### config.mk
export PLATFORM = sky130hd
export DESIGN_NAME = adc_offset_calibrate_and_scale_core_flat
export DESIGN_NICKNAME = d
export VERILOG_FILES = /design/src/rtl/core/aocs_pkg.sv /design/src/rtl/core/aocs_in_if.sv /design/src/rtl/core/aocs_out_if.sv /design/src/rtl/core/aocs_cal.sv /design/src/rtl/core/adc_offset_calibrate_and_scale_core.sv /design/src/flat_wrapper.sv
export VERILOG_INCLUDE_DIRS = /design/src /design/src/rtl/core
export SDC_FILE = /design/constraint.sdc
export NUM_CORES = 1
export LEC_CHECK = 0
export ABC_AREA = 1
export BUFFER_PORTS_ARGS = -buffer_cell sky130_fd_sc_hd__buf_2
export CAP_MARGIN = 20
export CORE_ASPECT_RATIO = 1.75
export CORE_MARGIN = 4
export CORE_UTILIZATION = 50
export CTS_CLUSTER_DIAMETER = 50
export CTS_CLUSTER_SIZE = 10
export DETAILED_ROUTE_END_ITERATION = 16
export MAX_ROUTING_LAYER = met4
export PLACE_DENSITY = 0.67
export SLEW_MARGIN = 20
export SYNTH_ARGS = -nofsm -noshare
export SYNTH_HDL_FRONTEND = slang
export SYNTH_SLANG_ARGS = --single-unit
### constraint.sdc
create_clock -name clk -period 10.7 [get_ports clk]
set_clock_uncertainty 0.1 [all_clocks]
set_input_delay 2.14 -clock clk [delete_from_list [all_inputs] [get_ports clk]]
set_output_delay 2.14 -clock clk [all_outputs]
set_load 0.01 [all_outputs]
### src/rtl/core/adc_offset_calibrate_and_scale_core_assert.svh
// Assertion shorthands shared by the calibration core modules.
// Both expect a clock named clk and an active-low reset named rst_n in scope.
`ifndef ADC_OFFSET_CALIBRATE_AND_SCALE_CORE_ASSERT_SVH
`define ADC_OFFSET_CALIBRATE_AND_SCALE_CORE_ASSERT_SVH

// Consequent must hold in the same cycle as the antecedent.
`define AOCS_ASSERT_NOW(name, ante, cons) \
    name: assert property (@(posedge clk) disable iff (!rst_n) (ante) |-> (cons)) \
        else $error("aocs same-cycle check failed");

// Consequent must hold in the cycle after the antecedent.
`define AOCS_ASSERT_NEXT(name, ante, cons) \
    name: assert property (@(posedge clk) disable iff (!rst_n) (ante) |=> (cons)) \
        else $error("aocs next-cycle check failed");

`endif

### src/rtl/core/aocs_pkg.sv
package aocs_pkg;

    localparam int DATA_W     = 16;
    localparam int CH_FIELD_W = 3;
    localparam int SUM_W      = 18;
    localparam int ROUND_W    = 3;
    localparam int APB_ADDR_W = 3;
    localparam int APB_DATA_W = 32;

    localparam logic [DATA_W-1:0]  MID_SCALE       = 16'h8000;
    localparam logic [DATA_W-1:0]  SAT_MAX         = 16'hFFFF;
    localparam logic [DATA_W-1:0]  GAIN_LOW_RESET  = 16'h3565;
    localparam logic [DATA_W-1:0]  GAIN_HIGH_RESET = 16'h3BAB;
    localparam logic [ROUND_W-1:0] CAL_ROUNDS      = 3'd4;

    // Function codes carried in the func field; code 3 is a no-op.
    typedef enum logic [1:0] {
        FUNC_START   = 2'd0,
        FUNC_SAMPLE  = 2'd1,
        FUNC_MEASURE = 2'd2
    } func_t;

    // Register index, taken from paddr word bits.
    typedef enum logic [0:0] {
        REG_GAIN_LOW  = 1'b0,
        REG_GAIN_HIGH = 1'b1
    } reg_idx_t;

    // Calibration request issued when an item leaves the input stage.
    typedef struct packed {
        logic                  start;
        logic                  sample;
        logic [CH_FIELD_W-1:0] channel;
        logic [DATA_W-1:0]     raw;
    } cal_req_t;

endpackage

### src/rtl/core/aocs_in_if.sv
interface aocs_in_if;
    logic        valid;
    logic        ready;
    logic [1:0]  func;
    logic [2:0]  channel;
    logic [15:0] raw_sample;

    modport source (output valid, output func, output channel, output raw_sample,
                    input ready);
    modport sink   (input valid, input func, input channel, input raw_sample,
                    output ready);
endinterface

### src/rtl/core/aocs_out_if.sv
interface aocs_out_if;
    logic               valid;
    logic               ready;
    logic [15:0]        corrected_value;
    logic signed [15:0] classic_value;
    logic               calibration_done;

    modport source (output valid, output corrected_value, output classic_value,
                    output calibration_done, input ready);
    modport sink   (input valid, input corrected_value, input classic_value,
                    input calibration_done, output ready);
endinterface

### src/rtl/core/aocs_cal.sv
`include "adc_offset_calibrate_and_scale_core_assert.svh"

module aocs_cal #(
    parameter int NUM_CHANNELS = 8
) (
    input  logic                          clk,
    input  logic                          rst_n,
    input  aocs_pkg::cal_req_t            req,
    input  logic [aocs_pkg::CH_FIELD_W-1:0] rd_channel,
    output logic [aocs_pkg::DATA_W-1:0]   rd_offset,
    output logic                          done_next
);
    import aocs_pkg::*;

    localparam int CH_W = $clog2(NUM_CHANNELS);

    logic [SUM_W-1:0]   sum_reg    [NUM_CHANNELS];
    logic [SUM_W-1:0]   sum_next   [NUM_CHANNELS];
    logic [DATA_W-1:0]  offset_reg [NUM_CHANNELS];
    logic [DATA_W-1:0]  offset_next[NUM_CHANNELS];
    logic [ROUND_W-1:0] round_reg;
    logic [ROUND_W-1:0] round_next;
    logic               done_reg;

    logic [CH_W-1:0]    wr_ch;
    logic               wr_in_range;
    logic [SUM_W-1:0]   sum_add;
    logic [CH_W-1:0]    rd_ch;
    logic               rd_in_range;
    logic               offset_any;

    assign wr_ch       = CH_W'(req.channel);
    assign wr_in_range = 32'(req.channel) < 32'(NUM_CHANNELS);
    assign sum_add     = sum_reg[wr_ch] + SUM_W'(req.raw);

    assign rd_ch       = CH_W'(rd_channel);
    assign rd_in_range = 32'(rd_channel) < 32'(NUM_CHANNELS);
    assign rd_offset   = rd_in_range ? offset_reg[rd_ch] : '0;

    always_comb
    begin
        sum_next    = sum_reg;
        offset_next = offset_reg;
        round_next  = round_reg;
        done_next   = done_reg;
        if (req.start)
        begin
            for (int i = 0; i < NUM_CHANNELS; i++)
            begin
                sum_next[i]    = '0;
                offset_next[i] = '0;
            end
            round_next = '0;
            done_next  = 1'b0;
        end
        else if (req.sample && !done_reg && wr_in_range)
        begin
            sum_next[wr_ch] = sum_add;
            if (wr_ch == CH_W'(NUM_CHANNELS - 1))
            begin
                round_next = round_reg + ROUND_W'(1);
                if (round_next >= CAL_ROUNDS)
                begin
                    // average is sum[17:2]; subtracting mid-scale flips its top bit
                    for (int i = 0; i < NUM_CHANNELS; i++)
                    begin
                        offset_next[i] = {~sum_next[i][SUM_W-1], sum_next[i][SUM_W-2:2]};
                    end
                    done_next = 1'b1;
                end
            end
        end
    end

    always_ff @(posedge clk or negedge rst_n)
    begin
        if (!rst_n)
        begin
            for (int i = 0; i < NUM_CHANNELS; i++)
            begin
                sum_reg[i]    <= '0;
                offset_reg[i] <= '0;
            end
            round_reg <= '0;
            done_reg  <= 1'b0;
        end
        else
        begin
            sum_reg    <= sum_next;
            offset_reg <= offset_next;
            round_reg  <= round_next;
            done_reg   <= done_next;
        end
    end

    always_comb
    begin
        offset_any = 1'b0;
        for (int i = 0; i < NUM_CHANNELS; i++)
        begin
            offset_any = offset_any | (|offset_reg[i]);
        end
    end

    `AOCS_ASSERT_NOW(a_done_at_full_rounds, done_reg, round_reg == CAL_ROUNDS)
    `AOCS_ASSERT_NEXT(a_start_clears, req.start, !done_reg && round_reg == '0)
    `AOCS_ASSERT_NOW(a_offsets_zero_until_done, !done_reg, !offset_any)

endmodule

### src/rtl/core/adc_offset_calibrate_and_scale_core.sv
// Channel       | Direction | Handshake         | Payload
// sample_ch     | in        | valid/ready       | func, channel, raw_sample
// result_ch     | out       | valid/ready       | corrected_value, classic_value,
//               |           |                   | calibration_done
// APB config    | in        | psel/penable      | gain_low_group @0, gain_high_group @4
//
// One transaction in, one transaction out, one per cycle sustained while result_ch is ready.
// Data passes the input register, then the result register; offset
// lookup, saturating subtract and the 16x17 gain multiply sit between them.
// rst_n clears the calibration state, the gains (to their defaults) and both
// stage valids. A stalled result holds; the input stage keeps accepting while
// the result register drains in the same cycle.
`include "adc_offset_calibrate_and_scale_core_assert.svh"

module adc_offset_calibrate_and_scale_core #(
    parameter int NUM_CHANNELS   = 8,
    parameter int LOW_GROUP_SIZE = 4
) (
    input  logic                            clk,
    input  logic                            rst_n,
    aocs_in_if.sink                         sample_ch,
    aocs_out_if.source                      result_ch,
    input  logic                            psel,
    input  logic                            penable,
    input  logic                            pwrite,
    input  logic [aocs_pkg::APB_ADDR_W-1:0] paddr,
    input  logic [aocs_pkg::APB_DATA_W-1:0] pwdata,
    output logic [aocs_pkg::APB_DATA_W-1:0] prdata,
    output logic                            pready
);
    import aocs_pkg::*;

    // ---------------- configuration registers ----------------
    logic [DATA_W-1:0] gain_low_reg;
    logic [DATA_W-1:0] gain_high_reg;
    logic              cfg_write;
    reg_idx_t          cfg_idx;

    assign pready    = 1'b1;
    assign cfg_write = psel && penable && pwrite && pready;
    // Decode on the word address only; byte offsets alias into the word.
    assign cfg_idx   = reg_idx_t'(paddr[APB_ADDR_W-1:2]);

    always_comb
    begin
        case (cfg_idx)
            REG_GAIN_LOW:  prdata = APB_DATA_W'(gain_low_reg);
            REG_GAIN_HIGH: prdata = APB_DATA_W'(gain_high_reg);
            default:       prdata = '0;
        endcase
    end

    always_ff @(posedge clk or negedge rst_n)
    begin
        if (!rst_n)
        begin
            gain_low_reg  <= GAIN_LOW_RESET;
            gain_high_reg <= GAIN_HIGH_RESET;
        end
        else if (cfg_write)
        begin
            case (cfg_idx)
                REG_GAIN_LOW:  gain_low_reg  <= pwdata[DATA_W-1:0];
                REG_GAIN_HIGH: gain_high_reg <= pwdata[DATA_W-1:0];
                default:       ;
            endcase
        end
    end

    // ---------------- input stage ----------------
    logic                  s1_valid_reg;
    logic [1:0]            s1_func_reg;
    logic [CH_FIELD_W-1:0] s1_channel_reg;
    logic [DATA_W-1:0]     s1_raw_reg;
    logic                  s1_fire;
    logic                  in_fire;

    logic                  out_valid_reg;
    logic [DATA_W-1:0]     out_corrected_reg;
    logic [DATA_W-1:0]     out_classic_reg;
    logic                  out_done_reg;

    // Advance the input stage whenever the result register is empty or draining.
    assign s1_fire         = s1_valid_reg && (!out_valid_reg || result_ch.ready);
    assign sample_ch.ready = !s1_valid_reg || s1_fire;
    assign in_fire         = sample_ch.valid && sample_ch.ready;

    always_ff @(posedge clk or negedge rst_n)
    begin
        if (!rst_n)
        begin
            s1_valid_reg <= 1'b0;
        end
        else if (sample_ch.ready)
        begin
            s1_valid_reg <= sample_ch.valid;
        end
    end

    always_ff @(posedge clk)
    begin
        if (in_fire)
        begin
            s1_func_reg    <= sample_ch.func;
            s1_channel_reg <= sample_ch.channel;
            s1_raw_reg     <= sample_ch.raw_sample;
        end
    end

    // ---------------- calibration state ----------------
    cal_req_t          cal_req;
    logic [DATA_W-1:0] offset;
    logic              done_next;

    always_comb
    begin
        cal_req.start   = s1_fire && (s1_func_reg == FUNC_START);
        cal_req.sample  = s1_fire && (s1_func_reg == FUNC_SAMPLE);
        cal_req.channel = s1_channel_reg;
        cal_req.raw     = s1_raw_reg;
    end

    aocs_cal #(
        .NUM_CHANNELS (NUM_CHANNELS)
    ) u_cal (
        .clk        (clk),
        .rst_n      (rst_n),
        .req        (cal_req),
        .rd_channel (s1_channel_reg),
        .rd_offset  (offset),
        .done_next  (done_next)
    );

    // ---------------- measure datapath ----------------
    // raw minus signed offset spans -32767..98303: 18 bits signed.
    logic signed [DATA_W+1:0] diff;
    logic [DATA_W-1:0]        corrected;
    logic signed [DATA_W-1:0] x_low;
    logic signed [DATA_W-1:0] x_high;
    logic signed [DATA_W-1:0] mul_a;
    logic signed [DATA_W:0]   mul_b;
    logic signed [2*DATA_W:0] product;
    logic                     is_low_group;

    assign diff = $signed({2'b00, s1_raw_reg}) - $signed({{2{offset[DATA_W-1]}}, offset});

    always_comb
    begin
        if (diff[DATA_W+1])
        begin
            corrected = '0;
        end
        else if (diff[DATA_W])
        begin
            corrected = SAT_MAX;
        end
        else
        begin
            corrected = diff[DATA_W-1:0];
        end
    end

    assign is_low_group = 32'(s1_channel_reg) < 32'(LOW_GROUP_SIZE);
    // corrected - mid-scale is corrected with its top bit flipped
    assign x_low   = $signed({~corrected[DATA_W-1], corrected[DATA_W-2:0]});
    assign x_high  = $signed(MID_SCALE - corrected);
    assign mul_a   = is_low_group ? x_low : x_high;
    assign mul_b   = $signed({1'b0, is_low_group ? gain_low_reg : gain_high_reg});
    assign product = mul_a * mul_b;

    // ---------------- result register ----------------
    always_ff @(posedge clk or negedge rst_n)
    begin
        if (!rst_n)
        begin
            out_valid_reg <= 1'b0;
        end
        else if (!out_valid_reg || result_ch.ready)
        begin
            out_valid_reg <= s1_valid_reg;
        end
    end

    always_ff @(posedge clk)
    begin
        if (s1_fire)
        begin
            out_done_reg <= done_next;
            case (s1_func_reg)
                FUNC_MEASURE:
                begin
                    out_corrected_reg <= corrected;
                    // floor of product / 2^16, low 16 bits
                    out_classic_reg   <= product[2*DATA_W-1:DATA_W];
                end
                default:
                begin
                    out_corrected_reg <= '0;
                    out_classic_reg   <= '0;
                end
            endcase
        end
    end

    assign result_ch.valid            = out_valid_reg;
    assign result_ch.corrected_value  = out_corrected_reg;
    assign result_ch.classic_value    = $signed(out_classic_reg);
    assign result_ch.calibration_done = out_done_reg;

    `AOCS_ASSERT_NEXT(a_stage_to_result, s1_fire, out_valid_reg)
    `AOCS_ASSERT_NEXT(a_stage_holds, s1_valid_reg && !s1_fire, s1_valid_reg)
    `AOCS_ASSERT_NEXT(a_non_measure_zero,
        s1_fire && s1_func_reg != FUNC_MEASURE,
        out_corrected_reg == '0 && out_classic_reg == '0)

endmodule

### src/flat_wrapper.sv
// flat-port wrapper written by rule: the top's interface ports become plain ports
module adc_offset_calibrate_and_scale_core_flat import aocs_pkg::*;
#(
    parameter int NUM_CHANNELS   = 8,
    parameter int LOW_GROUP_SIZE = 4
)
  (clk, rst_n, psel, penable, pwrite, paddr, pwdata, prdata, pready, sample_ch_valid, sample_ch_func, sample_ch_channel, sample_ch_raw_sample, sample_ch_ready, result_ch_valid, result_ch_corrected_value, result_ch_classic_value, result_ch_calibration_done, result_ch_ready);
  aocs_in_if sample_ch_i ();
  aocs_out_if result_ch_i ();
  input  logic clk;
  input  logic rst_n;
  input  logic psel;
  input  logic penable;
  input  logic pwrite;
  input  logic [aocs_pkg::APB_ADDR_W-1:0] paddr;
  input  logic [aocs_pkg::APB_DATA_W-1:0] pwdata;
  output logic [aocs_pkg::APB_DATA_W-1:0] prdata;
  output logic pready;
  input wire logic [$bits(sample_ch_i.valid)-1:0] sample_ch_valid;
  input wire logic [$bits(sample_ch_i.func)-1:0] sample_ch_func;
  input wire logic [$bits(sample_ch_i.channel)-1:0] sample_ch_channel;
  input wire logic [$bits(sample_ch_i.raw_sample)-1:0] sample_ch_raw_sample;
  output wire logic [$bits(sample_ch_i.ready)-1:0] sample_ch_ready;
  output wire logic [$bits(result_ch_i.valid)-1:0] result_ch_valid;
  output wire logic [$bits(result_ch_i.corrected_value)-1:0] result_ch_corrected_value;
  output wire logic [$bits(result_ch_i.classic_value)-1:0] result_ch_classic_value;
  output wire logic [$bits(result_ch_i.calibration_done)-1:0] result_ch_calibration_done;
  input wire logic [$bits(result_ch_i.ready)-1:0] result_ch_ready;
  assign sample_ch_i.valid = sample_ch_valid;
  assign sample_ch_i.func = sample_ch_func;
  assign sample_ch_i.channel = sample_ch_channel;
  assign sample_ch_i.raw_sample = sample_ch_raw_sample;
  assign sample_ch_ready = sample_ch_i.ready;
  assign result_ch_valid = result_ch_i.valid;
  assign result_ch_corrected_value = result_ch_i.corrected_value;
  assign result_ch_classic_value = result_ch_i.classic_value;
  assign result_ch_calibration_done = result_ch_i.calibration_done;
  assign result_ch_i.ready = result_ch_ready;
  adc_offset_calibrate_and_scale_core #(.NUM_CHANNELS(NUM_CHANNELS), .LOW_GROUP_SIZE(LOW_GROUP_SIZE)) u_core (.clk(clk), .rst_n(rst_n), .sample_ch(sample_ch_i), .result_ch(result_ch_i), .psel(psel), .penable(penable), .pwrite(pwrite), .paddr(paddr), .pwdata(pwdata), .prdata(prdata), .pready(pready));
endmodule
Word level (Yosys, flattened, before mapping)
Index checks and enable logic that the tools add are counted.
{"block": "totals", "word_cells": 99, "input_bits": 63, "reg_bits": 364}
{"block": "classes", "muxes": 27, "bitwise": 11, "reduce_logical": 21, "n_lt_le_gt_ge": 4, "mul": 1, "eq_ne": 3, "n_addsub": 4}
{"cell": "$mux W128", "n": 4}
{"cell": "$mux W144", "n": 2}
{"cell": "$bwmux W144", "n": 1}
{"cell": "$mux W16", "n": 6}
{"cell": "$pmux W32 S2", "n": 1}
{"cell": "$bmux W18 S3", "n": 1}
{"cell": "$demux W18 S3", "n": 1}
{"cell": "$mux W18", "n": 3}
{"cell": "$bmux W16 S3", "n": 1}
{"cell": "$mul A16 B17 Y32", "n": 1}
{"cell": "$add A18 B16 Y18", "n": 1}
{"cell": "$sub A17 B16 Y18", "n": 1}
{"cell": "$sub A16 B16 Y16 const A", "n": 1}
{"cell": "$not A1 Y1", "n": 10}
{"cell": "$mux W3", "n": 3}
{"cell": "$logic_and A1 B1 Y1", "n": 8}
{"cell": "$reduce_and A2 Y1", "n": 3}
{"cell": "$reduce_bool A2 Y1", "n": 3}
{"cell": "$ge A4 B4 Y1 const B", "n": 1}
{"cell": "$lt A4 B1 Y1 const B", "n": 1}
{"cell": "$mux W1", "n": 4}
{"cell": "$not A3 Y4", "n": 1}
{"cell": "$add A3 B1 Y3 const B", "n": 1}
{"cell": "$eq A3 B3 Y1 const B", "n": 1}
{"cell": "other kinds (8)", "n": 11}

Longest topological paths before layout
{"block": "depth", "depth_word": 11, "ltp_mapped": 56, "ltp_nobuf": 51}

Modules after synthesis
From an unflattened synthesis, not the netlist that was laid out.
{"block": "unflattened", "hier_cells": 3768, "area_unflattened_um2": 28626.2}
{"mod": "aocs_cal", "cells_per_inst": 1986, "area_each_um2": 14741.6, "seq_area_each_um2": 6906.6, "n_inst": 1}
{"mod": "adc_offset_calibrate_and_scale_core", "cells_per_inst": 1782, "area_each_um2": 13884.6, "seq_area_each_um2": 2494.9, "n_inst": 1}

Least setup slack after synthesis
Ideal clock, no wire load.
{"block": "synth_path", "path_type": "reg-to-reg", "from": "register u_core.s1_channel_reg[2]", "to": "register u_core.out_classic_reg[15], in the netlist u_core.result_ch.classic_value[15], data pin", "t_arrival_ns": 9.035, "setup_ns": 0.253, "required_ns": 10.347, "path_stages_with_launch": 54, "slack_ns": 1.312, "synth_period_minus_slack_ns": 9.388, "path_cell_list": "edfxtp_1 inv_2 nor3_2 inv_1 clkbuf_1 buf_1 o22ai_1 a221oi_1 o2111ai_1 ha_1 fa_1 inv_1 nand2_1 nand2_1 nand3_1 nand2_2 nand2_1 nand2_1 (+18 left out) fa_1 inv_1 fa_1 fa_1 inv_1 fa_1 inv_1 ha_1 a21oi_1 inv_1 a31oi_1 o21ai_0 a21oi_1 nand2_1 a21oi_1 nand2_1 nand2_1 nor2_1"}
{"block": "synth_between", "elab_chain_cells": 10}
{"item": "start, declared", "line": "adc_offset_calibrate_and_scale_core.sv:73", "rtl": "logic [CH_FIELD_W-1:0] s1_channel_reg;"}
{"item": "start signal, assigned", "line": "adc_offset_calibrate_and_scale_core.sv:105", "rtl": "s1_channel_reg <= sample_ch.channel;"}
{"item": "$not A3 Y4 (not written as such)", "line": "aocs_cal.sv:38", "rtl": "assign rd_offset = rd_in_range ? offset_reg[rd_ch] : '0;"}
{"item": "$bmux W16 S3", "line": "aocs_cal.sv:38"}
{"item": "$mux W16 (not written as such) (2 in series)", "line": "aocs_cal.sv:38"}
{"item": "$sub A17 B16 Y18", "line": "adc_offset_calibrate_and_scale_core.sv:145", "rtl": "assign diff = $signed({2'b00, s1_raw_reg}) - $signed({{2{offset[DATA_W-1]}}, offset});"}
{"item": "$mux W16", "line": "adc_offset_calibrate_and_scale_core.sv:153", "rtl": "else if (diff[DATA_W])"}
{"item": "$mux W16", "line": "adc_offset_calibrate_and_scale_core.sv:149", "rtl": "if (diff[DATA_W+1])"}
{"item": "$sub A16 B16 Y16 or $not A1 Y1 (tied branches)", "line": "adc_offset_calibrate_and_scale_core.sv:166, adc_offset_calibrate_and_scale_core.sv:165"}
{"item": "$mux W16", "line": "adc_offset_calibrate_and_scale_core.sv:167", "rtl": "assign mul_a = is_low_group ? x_low : x_high;"}
{"item": "$mul A16 B17 Y32 *", "line": "adc_offset_calibrate_and_scale_core.sv:169", "rtl": "assign product = mul_a * mul_b;"}
{"item": "end signal, assigned", "line": "adc_offset_calibrate_and_scale_core.sv:194", "rtl": "out_classic_reg <= product[2*DATA_W-1:DATA_W];"}
{"item": "end, declared", "line": "adc_offset_calibrate_and_scale_core.sv:80", "rtl": "logic [DATA_W-1:0] out_classic_reg;"}
Mark *: on every way between the ends. The rest lies on a longest branch, timed or not. The select of a mux whose other input is x is not followed.
A chain may end at the register's enable or synchronous reset.

Worst setup path in the final report
Ends and elaborated chain as after synthesis.

==> run metrics <==
run status complete, no violations; min cycle time layout 10,230 ps; HP Class register to register; die area 0.05835 mm^2; nets 3,864; grt total ovfl 0; total global routing track utilization 33.15%; Final period util 95.59%; register bit count reported by yosys 364; first-pass GRT wire length 142.5 mm; proportion of synthesized area in mux cells 0%; Filler Cells Inserted 5,016; setup violators final 0; crit path max fanout 18; worst hold path depth 2; drc violations 0; CTS tree built; most common cell after layout, fill and taps aside nand2_1; DR pass1 iterations 6; CTS sink cnt 364; xor and xnor area share after synthesis 0.9290%; Post-Synth Simple-Gate Area 16.86%; WS Path Type register to register; clk_lat worst skew 590 ps; IO Pins 131; Via density 5.848; via count 24,340; largest area contributor in the netlist dfrtp_1; max FFs per register 144; max cap viols 0; Compound-Gate Fraction of Synth Area 15.01%; Final HPWL DP 70.39 mm; crit path max-delay cell type fa_1; vias in the first global route 25,080; die span in x 184.3 um; Data required, critical path 10,920 ps; relative max-transition margin 28.75%; final hold viol count 0; DRT iter0 DRCs 1,893; post-route ant nets 0; commonest cells after routing, fill and taps aside nand2_1, inv_1, o21ai_0, dfrtp_1, nor2_1; Cell Rows 112; RD Place Congestion 1.042; Worst Tran Pin Value 1066 ps; post-synthesis adder-cell area fraction 21.20%; crit-path most repeated cell nand2_1; worst r2r path cells 48; layout cells sized above 1 9.002%; clock buffer depth 3; CTS Buf Count 44; Fin Setup TNS 0 ps; RSZ-0062 raised after global routing false; wire per inst 22.75 um; warnings from Yosys 0; share of the synthesized area in the top cell type 26.86%; initial antenna violation count 1; area of the mapped netlist 0.02720 mm^2; data arrival time of the worst path 10,450 ps; Setup crit end kind register; register area share after synthesis 34.56%; asr flop ratio synth 85.16%; Layout area overhead 10.11%; final wirelength 94.67 mm; clk root buf clkbuf_16; top_reg_cell synth dfrtp_1; syn_area_per_cell 8.097 um^2; H-tree depth 2; Post-synth EDFFs 54; Startpoint Class register; max-slew violations 0; I/O Buffers 95; largest net degree at the start of global routing 98; Critical Path Max Stage Delay 540 ps; total core area 0.05367 mm^2; r2r setup slk 470 ps; clk slew on worst S/H paths 60 ps; Post-CTS Hold Fix Bufs 0; synth top area cells dfrtp_1, fa_1, nand2_1; Initial Utilization 50.69%; largest family of logic cells by synthesized area adder cells; Util after Layout 55.81%; die height 316.6 um; distinct cell type count after synthesis 63; Post-Synthesis Cells 3,360; Fmax 97.77 MHz
==> metrics by stage <==
step                      hold WS (ps)  instance area [um^2]  cells  worst slack [ps]
after detailed placement         365.5                 28600   4086             268.2
after global routing             389.7                 29960   4162             7.775
after floorplan                  348.8                 27260   3375              1312
final                            380.5                 29960   4162             471.5
after global placement           362.7                 28600   4086             424.7
after CTS                        380.1                 29850   4152             207.0
==> final timing paths <==
check,from,end
min in group asynchronous,rst_n,u_core.gain_high_reg[6]$_DFFE_PN0P_
setup reg to reg,u_core.s1_channel_reg[2]$_DFFE_PP_,u_core.result_ch.classic_value[15]$_SDFFCE_PP0P_
setup / recovery,u_core.s1_channel_reg[2]$_DFFE_PP_,u_core.result_ch.classic_value[15]$_SDFFCE_PP0P_
hold reg to reg,u_core.gain_low_reg[15]$_DFFE_PN0P_,u_core.gain_low_reg[15]$_DFFE_PN0P_
hold / removal,u_core.gain_low_reg[15]$_DFFE_PN0P_,u_core.gain_low_reg[15]$_DFFE_PN0P_
max in group asynchronous,rst_n,u_core.result_ch.valid$_DFFE_PN0P_
==> synthesized netlist by cell type, types with 14 or more instances <==
cell type / number
o22ai_1: 92
o21ai_0: 327
nand4_1: 15
ha_1: 149
o2111ai_1: 18
a22oi_1: 35
inv_1: 622
nor3_1: 15
o32ai_1: 34
nor2_1: 238
clkbuf_1: 97
fa_1: 195
a221oi_1: 34
a21oi_1: 90
nand2_1: 779
edfxtp_1: 54
dfstp_2: 18
nand3_1: 66
nand2_2: 14
xnor2_1: 14
buf_4: 21
dfrtp_1: 292
==> logic make-up after synthesis <==
| logic type | after synthesis |
|---|---|
| AND/OR/NAND/NOR | 1149 |
| AO/OA/AOI/OAI | 685 |
| other | 2 |
| XOR/XNOR | 28 |
| flip-flops | 364 |
| adder cells (fa/ha/maj) | 344 |
| buffers and inverters | 788 |
==> layer usage <==
metal | share of wire, % | wire length (um) | vias up | track usage, %
met4 | 11 | 10690 | 0 | 28.73
met3 | 6.4 | 6020 | 495 | 4.752
li1 | - | - | 10900 | -
met1 | 32 | 30060 | 11760 | 32.24
met5 | 0 | 0 | - | -
met2 | 51 | 47890 | 1176 | 57.00
==> cell type report <==
class	instances	area, um^2	area share [%]
clock buffers	61	1207	4.031
well taps	684	855.8	2.857
clock inverters	5	43.79	0.1462
multi-input cells	2223	14830	49.50
diodes	1	2.502	0.008354
inverters	642	2427	8.103
flip-flops and latches	364	9402	31.38
repair buffers	182	1189	3.968
==> critical path: cells and delay by family (launching register included) <==
| kind | cells | cell delay, ps |
|---|---|---|
| flip-flops | 1 | 530 |
| buffers and inverters | 12 | 1750 |
| adder cells (fa/ha/maj) | 8 | 3730 |
| AO/OA/AOI/OAI | 7 | 1350 |
| AND/OR/NAND/NOR | 21 | 2460 |
==> what timing repair did <==
action / 4_1_cts / 5_1_grt
endpoints found under the setup margin: 0 / 13
gates resized for setup: 0 / 9
setup buffers: 0 / 9
Power is left out: the tool's default activity adds up to more than one toggle a clock period on the data nets, which glitch-free logic cannot reach.
